<file path="src/rtl/rtdo_pkg.sv">
// ----------------------------------------------------------------------------
// rtdo_pkg: shared types and constants
// Constants, skew table and interface structs for the record to disk offset
// unit.
// ----------------------------------------------------------------------------
package rtdo_pkg;

	localparam int PADDR_W = 5;
	localparam int PDATA_W = 64;

	// register indexes, taken from paddr[4:3]
	localparam logic [1:0] REG_MAP_LOW         = 2'd0;
	localparam logic [1:0] REG_MAP_HIGH        = 2'd1;
	localparam logic [1:0] REG_RESERVED_TRACKS = 2'd2;

	localparam logic [3:0] RESERVED_TRACKS_RST = 4'd2;

	localparam int SECTORS_PER_TRACK = 26;
	// floor(v/26) == (v*2521)>>16 for every 11-bit v
	localparam int RECIP_26    = 2521;
	localparam int RECIP_SHIFT = 16;

	typedef struct packed {
		logic [63:0] map_low;
		logic [63:0] map_high;
		logic [3:0]  reserved_tracks;
	} cfg_t;

	typedef struct packed {
		logic        found;
		logic [6:0]  track;
		logic [4:0]  sector;
		logic [18:0] byte_offset;
		logic        last_in_extent;
	} result_t;

	// skew of 6 over a 26-sector track, one based
	function automatic logic [4:0] skew(input logic [4:0] idx);
		logic [4:0] s;
		case (idx)
			5'd0:  s = 5'd1;
			5'd1:  s = 5'd7;
			5'd2:  s = 5'd13;
			5'd3:  s = 5'd19;
			5'd4:  s = 5'd25;
			5'd5:  s = 5'd5;
			5'd6:  s = 5'd11;
			5'd7:  s = 5'd17;
			5'd8:  s = 5'd23;
			5'd9:  s = 5'd3;
			5'd10: s = 5'd9;
			5'd11: s = 5'd15;
			5'd12: s = 5'd21;
			5'd13: s = 5'd2;
			5'd14: s = 5'd8;
			5'd15: s = 5'd14;
			5'd16: s = 5'd20;
			5'd17: s = 5'd26;
			5'd18: s = 5'd6;
			5'd19: s = 5'd12;
			5'd20: s = 5'd18;
			5'd21: s = 5'd24;
			5'd22: s = 5'd4;
			5'd23: s = 5'd10;
			5'd24: s = 5'd16;
			5'd25: s = 5'd22;
			default: s = 5'd0;
		endcase
		return s;
	endfunction

endpackage

</file>
<file path="src/rtl/rtdo_cfg.sv">
// ----------------------------------------------------------------------------
// rtdo_cfg: configuration registers
// APB-style register file holding the allocation map and reserved tracks.
// ----------------------------------------------------------------------------
module rtdo_cfg import rtdo_pkg::*; (
	input  logic               clk,
	input  logic               arst_n,
	input  logic               psel,
	input  logic               penable,
	input  logic               pwrite,
	input  logic [PADDR_W-1:0] paddr,
	input  logic [PDATA_W-1:0] pwdata,
	output logic [PDATA_W-1:0] prdata,
	output logic               pready,
	output cfg_t               cfg
);

	logic [63:0] map_low_q;
	logic [63:0] map_high_q;
	logic [3:0]  reserved_tracks_q;
	logic        wr_en;
	logic [1:0]  reg_idx;

	assign pready  = 1'b1;
	assign wr_en   = psel && penable && pwrite && pready;
	assign reg_idx = paddr[4:3];

	always_ff @(posedge clk or negedge arst_n) begin
		if (!arst_n) begin
			map_low_q         <= '0;
			map_high_q        <= '0;
			reserved_tracks_q <= RESERVED_TRACKS_RST;
		end else if (wr_en) begin
			unique case (reg_idx)
				REG_MAP_LOW:         map_low_q         <= pwdata;
				REG_MAP_HIGH:        map_high_q        <= pwdata;
				REG_RESERVED_TRACKS: reserved_tracks_q <= pwdata[3:0];
				default: ;
			endcase
		end
	end

	always_comb begin
		unique case (reg_idx)
			REG_MAP_LOW:         prdata = map_low_q;
			REG_MAP_HIGH:        prdata = map_high_q;
			REG_RESERVED_TRACKS: prdata = {60'd0, reserved_tracks_q};
			default:             prdata = '0;
		endcase
	end

	assign cfg.map_low         = map_low_q;
	assign cfg.map_high        = map_high_q;
	assign cfg.reserved_tracks = reserved_tracks_q;

endmodule

</file>
<file path="src/rtl/rtdo_xlate.sv">
// ----------------------------------------------------------------------------
// rtdo_xlate: record translation
// Allocation byte lookup, virtual sector split by 26, skew and offset.
// ----------------------------------------------------------------------------
module rtdo_xlate import rtdo_pkg::*; (
	input  cfg_t       cfg,
	input  logic [6:0] record_number,
	output result_t    res
);

	logic [3:0]  grp_idx;
	logic [63:0] word;
	logic [7:0]  grp;
	logic [10:0] vsec;
	logic [22:0] prod;
	logic [6:0]  quot;
	logic [10:0] base;
	logic [10:0] rem_full;
	logic [4:0]  rem;
	logic [4:0]  sec;
	logic [8:0]  rsv_secs;
	logic [11:0] lin_sec;

	assign grp_idx = record_number[6:3];
	assign word    = grp_idx[3] ? cfg.map_high : cfg.map_low;
	assign grp     = word[{grp_idx[2:0], 3'b000} +: 8];
	assign vsec    = {grp, record_number[2:0]};

	assign prod = 23'(vsec) * 23'(RECIP_26);
	assign quot = prod[RECIP_SHIFT +: 7];

	// quot*26 by shifts
	assign base     = {quot, 4'b0} + {1'b0, quot, 3'b0} + {3'b0, quot, 1'b0};
	assign rem_full = vsec - base;
	assign rem      = rem_full[4:0];
	assign sec      = skew(rem);

	assign rsv_secs = {1'b0, cfg.reserved_tracks, 4'b0}
		+ {2'b0, cfg.reserved_tracks, 3'b0}
		+ {4'b0, cfg.reserved_tracks, 1'b0};
	assign lin_sec  = 12'(base) + 12'(rsv_secs) + 12'(sec) - 12'd1;

	always_comb begin
		if (grp == 8'd0) begin
			res = '0;
		end else begin
			res.found          = 1'b1;
			res.track          = quot + 7'(cfg.reserved_tracks);
			res.sector         = sec;
			res.byte_offset    = {lin_sec, 7'b0};
			res.last_in_extent = (record_number == 7'd127);
		end
	end

endmodule

</file>
<file path="src/rtl/record_to_disk_offset_unit.sv">
// ----------------------------------------------------------------------------
// record_to_disk_offset_unit: record number to floppy address
// Translates a record number within an extent into track, sector and image
// byte offset through the allocation map and the 26-sector skew table.
// ----------------------------------------------------------------------------
// Usage:
//   Input channel in_valid/in_stall carries record_number; a transaction
//   completes on a clock edge with in_valid high and in_stall low.
//   Output channel out_valid/out_stall carries found, track, sector,
//   byte_offset and last_in_extent, one result per input transaction.
//   The record is captured in the input register, translated in one pass
//   of logic and captured in the result register. Throughput is one
//   transaction per cycle while the receiver does not stall; the path is
//   set by the multiply by the reciprocal of 26 that splits the virtual sector.
//   When the receiver stalls, the result holds, the input register fills,
//   and in_stall rises only once both stages are occupied.
//   The APB port (pready always high) holds map_low at 0x00, map_high at
//   0x08 and reserved_tracks at 0x10; write it only while the unit is idle.
//   Reset empties both stages and sets the map to 0, reserved tracks to 2.
// ----------------------------------------------------------------------------
module record_to_disk_offset_unit import rtdo_pkg::*; (
	input  logic               clk,
	input  logic               arst_n,
	input  logic               psel,
	input  logic               penable,
	input  logic               pwrite,
	input  logic [PADDR_W-1:0] paddr,
	input  logic [PDATA_W-1:0] pwdata,
	output logic [PDATA_W-1:0] prdata,
	output logic               pready,
	input  logic               in_valid,
	output logic               in_stall,
	input  logic [6:0]         record_number,
	output logic               out_valid,
	input  logic               out_stall,
	output logic               found,
	output logic [6:0]         track,
	output logic [4:0]         sector,
	output logic [18:0]        byte_offset,
	output logic               last_in_extent
);

	cfg_t       cfg;
	result_t    res;
	result_t    res_s2;
	logic       vld_s1;
	logic       vld_s2;
	logic [6:0] rec_s1;
	logic       load_s2;
	logic       load_s1;

	rtdo_cfg u_cfg (
		.clk     (clk),
		.arst_n  (arst_n),
		.psel    (psel),
		.penable (penable),
		.pwrite  (pwrite),
		.paddr   (paddr),
		.pwdata  (pwdata),
		.prdata  (prdata),
		.pready  (pready),
		.cfg     (cfg)
	);

	rtdo_xlate u_xlate (
		.cfg           (cfg),
		.record_number (rec_s1),
		.res           (res)
	);

	assign load_s2  = !vld_s2 || !out_stall;
	assign in_stall = vld_s1 && !load_s2;
	assign load_s1  = !vld_s1 || load_s2;

	always_ff @(posedge clk or negedge arst_n) begin
		if (!arst_n) begin
			vld_s1 <= 1'b0;
			vld_s2 <= 1'b0;
		end else begin
			if (load_s1)
				vld_s1 <= in_valid;
			if (load_s2)
				vld_s2 <= vld_s1;
		end
	end

	always_ff @(posedge clk) begin
		if (load_s1 && in_valid)
			rec_s1 <= record_number;
		if (load_s2 && vld_s1)
			res_s2 <= res;
	end

	assign out_valid      = vld_s2;
	assign found          = res_s2.found;
	assign track          = res_s2.track;
	assign sector         = res_s2.sector;
	assign byte_offset    = res_s2.byte_offset;
	assign last_in_extent = res_s2.last_in_extent;

`ifndef NO_ASSERTIONS
	// end of file gives all-zero fields
	a_eof_zero: assert property (@(posedge clk) disable iff (!arst_n)
		(out_valid && !found) |->
		(track == 7'd0 && sector == 5'd0 && byte_offset == 19'd0 && !last_in_extent))
		else $error("eof result carries nonzero fields");

	a_sector_range: assert property (@(posedge clk) disable iff (!arst_n)
		(out_valid && found) |-> (sector >= 5'd1 && sector <= 5'd26))
		else $error("sector out of range");

	// offset must agree with track and sector
	a_offset_consistent: assert property (@(posedge clk) disable iff (!arst_n)
		(out_valid && found) |->
		(byte_offset == 19'(({12'd0, track} * 19'd26 + 19'(sector) - 19'd1) * 19'd128)))
		else $error("byte offset disagrees with track and sector");

	a_stall_only_full: assert property (@(posedge clk) disable iff (!arst_n)
		in_stall |-> (vld_s1 && out_valid && out_stall))
		else $error("input stalled with room in the pipeline");

	a_accept_fills_s1: assert property (@(posedge clk) disable iff (!arst_n)
		(in_valid && !in_stall) |=> vld_s1)
		else $error("accepted transaction lost");
`endif

endmodule

</file>
<file path="config.mk">
export PLATFORM = sky130hd
export DESIGN_NAME = record_to_disk_offset_unit
export DESIGN_NICKNAME = d
export VERILOG_FILES = /design/src/rtl/rtdo_pkg.sv /design/src/rtl/rtdo_cfg.sv /design/src/rtl/rtdo_xlate.sv /design/src/rtl/record_to_disk_offset_unit.sv
export SDC_FILE = /design/constraint.sdc
export NUM_CORES = 1
export LEC_CHECK = 0
export BUFFER_PORTS_ARGS = -buffer_cell sky130_fd_sc_hd__buf_4
export CAP_MARGIN = 20
export CORE_UTILIZATION = 30
export CTS_CLUSTER_DIAMETER = 150
export CTS_CLUSTER_SIZE = 24
export DETAILED_ROUTE_END_ITERATION = 16
export SETUP_SLACK_MARGIN = 0.3
export SLEW_MARGIN = 0
export SYNTH_ARGS = -nofsm -noshare
export SYNTH_HDL_FRONTEND = slang
export SYNTH_SLANG_ARGS = --single-unit
</file>
<file path="constraint.sdc">
create_clock -name clk -period 38 [get_ports clk]
set_clock_uncertainty 0.1 [all_clocks]
set_input_delay 3.8 -clock clk [delete_from_list [all_inputs] [get_ports clk]]
set_output_delay 3.8 -clock clk [all_outputs]
set_load 0.005 [all_outputs]
</file>
==> impl_table.tex <==
\begin{tabular}{lr}
\hline
Metric & Value \\
\hline
\multicolumn{2}{l}{\textbf{Clock tree}} \\
\# H-tree levels & 4 \\
Post-cts hold buffer count & 0 \\
Clock transition at the registers of the reported paths & approximately 0.070 ns \\
CTS Root Buffer Type & sky130\_fd\_sc\_hd\_\_clkbuf\_16 \\
Cts bufs inserted & 17 \\
TritonCTS clock tree & built \\
Post-CTS Setup Repair Bufs & 0 \\
Worst-Skew Late Latency & 0.46 ns \\
Maximum clock path buffer count & 2 \\
Number of clock sinks & 167 \\
Post\_cts resized & 0 \\
\multicolumn{2}{l}{\textbf{Synthesis}} \\
Yosys synthesis warning count & 0 \\
Number of enable-type register cells in the synthesized netlist & 33 \\
FF+latch count, synth & 167 \\
Most common flop cell mapped by yosys & sky130\_fd\_sc\_hd\_\_dfrtp\_1 \\
Post-synthesis instance area & 12,460 µm² \\
Register area share after synthesis & 34.87\% \\
Fraction of post-synthesis cell area in the top cell type by area & between 20\% and 30\% \\
Post-synth cell types & 72 \\
Cell accounting for the most synthesized area & sky130\_fd\_sc\_hd\_\_dfrtp\_1 \\
Biggest area contributors in the synthesized netlist & sky130\_fd\_sc\_hd\_\_dfrtp\_1 (27\%), sky130\_fd\_sc\_hd\_\_ha\_1 (12\%), sky130\_fd\_sc\_hd\_\_mux2\_2 (12\%), sky130\_fd\_sc\_hd\_\_edfxtp\_1 (8.0\%), sky130\_fd\_sc\_hd\_\_fa\_1 (7.9\%) \\
Synth async-reset ratio & between 80\% and 90\% \\
Number of standard cells after synthesis & 1,052 \\
Synthesized area per cell & 11.85 µm² \\
\multicolumn{2}{l}{\textbf{Setup path}} \\
Most common cell type on the critical path & sky130\_fd\_sc\_hd\_\_fa\_1 \\
Required time at the endpoint of the critical path & 38.08 ns \\
Count of buffering cells on the critical path with inverters included & 7 \\
CP peak stage delay & 0.69 ns \\
Critical path fanouts, max & 37 \\
CP Launch Point & rec\_s1[6] \\
Startpoint type of the worst setup path & flip-flop \\
Worst reg2reg path startpoint & rec\_s1[6] \\
Crit path DAT & around 13 ns \\
Worst setup path class & reg -> reg \\
Crit-path leading delay family & adder cells \\
R2R Setup Slk & $\sim$25 ns \\
Slowest cell on crit path & sky130\_fd\_sc\_hd\_\_mux4\_1 \\
Nature of the critical path endpoint & flip-flop \\
\multicolumn{2}{l}{\textbf{Worst hold path}} \\
Hold Startpoint & vld\_s1 \\
Hold/Removal Path Class & reg -> reg \\
\multicolumn{2}{l}{\textbf{GRT}} \\
Grt ovf & 0 \\
Global Route Usage Sum & between 10\% and 20\% \\
Global-route wire length before repair & 48,990 µm \\
Pin count of the biggest net entering global routing & 81 \\
Number of global-route vias before repair & approximately 8,500 \\
Antenna violations before repair & 1 \\
\multicolumn{2}{l}{\textbf{Timing}} \\
Post-Route Setup TNS & 0 ns \\
RSZ-0062 raised after global routing & no \\
Tightest Pin Transition & a little under 1 ns \\
Worst path setup slack after routing & 24.78 ns \\
Slew HR & 35.09\% \\
Final Setup Violations & 0 \\
Achievable frequency & 75.62 MHz \\
Number of endpoints with negative hold slack in the final report & 0 \\
Hold slack final & 0.3884 ns \\
Pins Over Slew Limit & 0 \\
Share of the clock period used by the worst path & 34.80\% \\
Minimum clock period & 13.22 ns \\
\multicolumn{2}{l}{\textbf{Detailed routing}} \\
Drt first pass iters & 5 \\
Number of vias after detailed routing & $\sim$8,400 \\
Final routed wire length divided by cell count & between 15 and 20 µm \\
Iter 0 DRT Violations & 385 \\
Final ANT Viol Nets & 0 \\
Total detailed-routing wirelength & between 30,000 and 40,000 µm \\
Vias per cell & 4.814 \\
Residual DRC count & 0 \\
\multicolumn{2}{l}{\textbf{Final layout}} \\
Nets & 1,459 \\
Area growth from synthesis to final layout & 19.48\% \\
Share of post-route cells with drive strength above 1 & 33.22\% \\
Filler Cell Count & 4,041 \\
Number of diodes added for antenna fixing & 0 \\
\multicolumn{2}{l}{\textbf{Placed design}} \\
Buffers added on ports & 171 \\
Worst setup timing slack at the placement stage & 24.59 ns \\
Post-DP HPWL & 23,270 µm \\
Routability congestion estimate from global placement & between 0.8 and 0.9 \\
\multicolumn{2}{l}{\textbf{Die}} \\
Floorplan row count & 74 \\
Die width & 205.8 µm \\
Floorplan die area & 42,360 µm² \\
Die Y & 205.8 µm \\
Starting density of the core & 30.45\% \\
Core area & approximately 40,000 µm² \\
Io pins & 183 \\
\multicolumn{2}{l}{\textbf{Flow run}} \\
Max-cap viol count & 0 \\
\multicolumn{2}{l}{\textbf{Outcome}} \\
Status & complete, no violations \\
\hline
\end{tabular}
## kinds of logic after synthesis
kind of cell / synth area share (%)
mux: 24.84
other cells: 0.06026
buf+inv: 5.673
flops: 34.87
xor+xnor: 2.450
fa+ha+maj: 20.13
simple gates: 6.426
compound gates: 5.552
## through the flow
| stage | util, % | std cells | area [µm²] |
|---|---|---|---|
| after floorplan | - | 1058 | 12480 |
| after global routing | 36.38 | 1751 | 14890 |
| after global placement | 34.88 | 1718 | 14270 |
| after CTS | 36.32 | 1750 | 14860 |
| final | 36.38 | 1751 | 14890 |
| after detailed placement | 34.88 | 1718 | 14270 |
## state kept, by name (all words and copies together), names as in the netlist
signal and count:
byte_offset 12, found 1, last_in_extent 1, out_valid 1, rec_s1 7, sector 5, track 7, u_cfg.map_high_q 64
u_cfg.map_low_q 64, u_cfg.reserved_tracks_q 4, vld_s1 1
## cells in the mapped netlist, types with 4 or more instances
| cell | instances |
|---|---|
| sky130_fd_sc_hd__buf_1 | 5 |
| sky130_fd_sc_hd__fa_1 | 49 |
| sky130_fd_sc_hd__and3_1 | 4 |
| sky130_fd_sc_hd__nand2_1 | 12 |
| sky130_fd_sc_hd__mux2_2 | 134 |
| sky130_fd_sc_hd__ha_1 | 121 |
| sky130_fd_sc_hd__nor2_1 | 87 |
| sky130_fd_sc_hd__edfxtp_1 | 33 |
| sky130_fd_sc_hd__clkbuf_1 | 32 |
| sky130_fd_sc_hd__buf_6 | 4 |
| sky130_fd_sc_hd__a21oi_1 | 17 |
| sky130_fd_sc_hd__nor3b_1 | 4 |
| sky130_fd_sc_hd__and2_1 | 6 |
| sky130_fd_sc_hd__buf_4 | 8 |
| sky130_fd_sc_hd__mux2i_1 | 79 |
| sky130_fd_sc_hd__o21ai_0 | 15 |
| sky130_fd_sc_hd__xnor2_1 | 23 |
| sky130_fd_sc_hd__nor3_1 | 16 |
| sky130_fd_sc_hd__nor2b_1 | 12 |
| sky130_fd_sc_hd__inv_1 | 114 |
| sky130_fd_sc_hd__o21bai_1 | 6 |
| sky130_fd_sc_hd__dfrtp_1 | 133 |
| sky130_fd_sc_hd__o211ai_1 | 4 |
| sky130_fd_sc_hd__a21o_1 | 17 |
| sky130_fd_sc_hd__xor2_1 | 6 |
| sky130_fd_sc_hd__mux4_2 | 33 |
| sky130_fd_sc_hd__buf_2 | 4 |
| sky130_fd_sc_hd__nand3_1 | 8 |
## routing by layer
| metal | GRT usage [%] | share of wire (%) |
|---|---|---|
| met5 | 0 | 0.041 |
| met4 | 3.755 | 1.1 |
| met3 | 4.450 | 5.8 |
| met2 | 24.63 | 47 |
| met1 | 20.36 | 46 |
## layout make-up
| cell class | count | area, µm² | share of cell area [%] |
|---|---|---|---|
| clock buffer | 17 | 425.4 | 2.857 |
| clock inverter | 15 | 162.7 | 1.092 |
| sequential | 167 | 4345 | 29.18 |
| inverter | 116 | 442.9 | 2.975 |
| timing repair buffer | 182 | 1390 | 9.336 |
| multi-input combinational | 722 | 7457 | 50.08 |
| tap | 532 | 665.6 | 4.471 |
## layout by cell type (no fill, tap or decap), drive strengths merged, types with 33 or more instances in the layout
master / netlist / routed
nor2: 88 / 88
mux2i: 79 / 79
ha: 121 / 121
inv: 116 / 124
mux2: 136 / 136
dfrtp: 133 / 133
edfxtp: 33 / 33
fa: 49 / 49
buf: 21 / 182
mux4: 34 / 34
## path summary, 6_finish.rpt
kind                                              end  cells after the start
setup reg to reg                      byte_offset[18]                     44
setup / recovery                      byte_offset[18]                     44
hold reg to reg                             out_valid                      1
min in group asynchronous         u_cfg.map_low_q[56]                      1
hold / removal                              out_valid                      1
max in group asynchronous  u_cfg.reserved_tracks_q[1]                      3
Power is left out: the tool's default activity adds up to more than one toggle a clock period on the data nets, which glitch-free logic cannot reach.
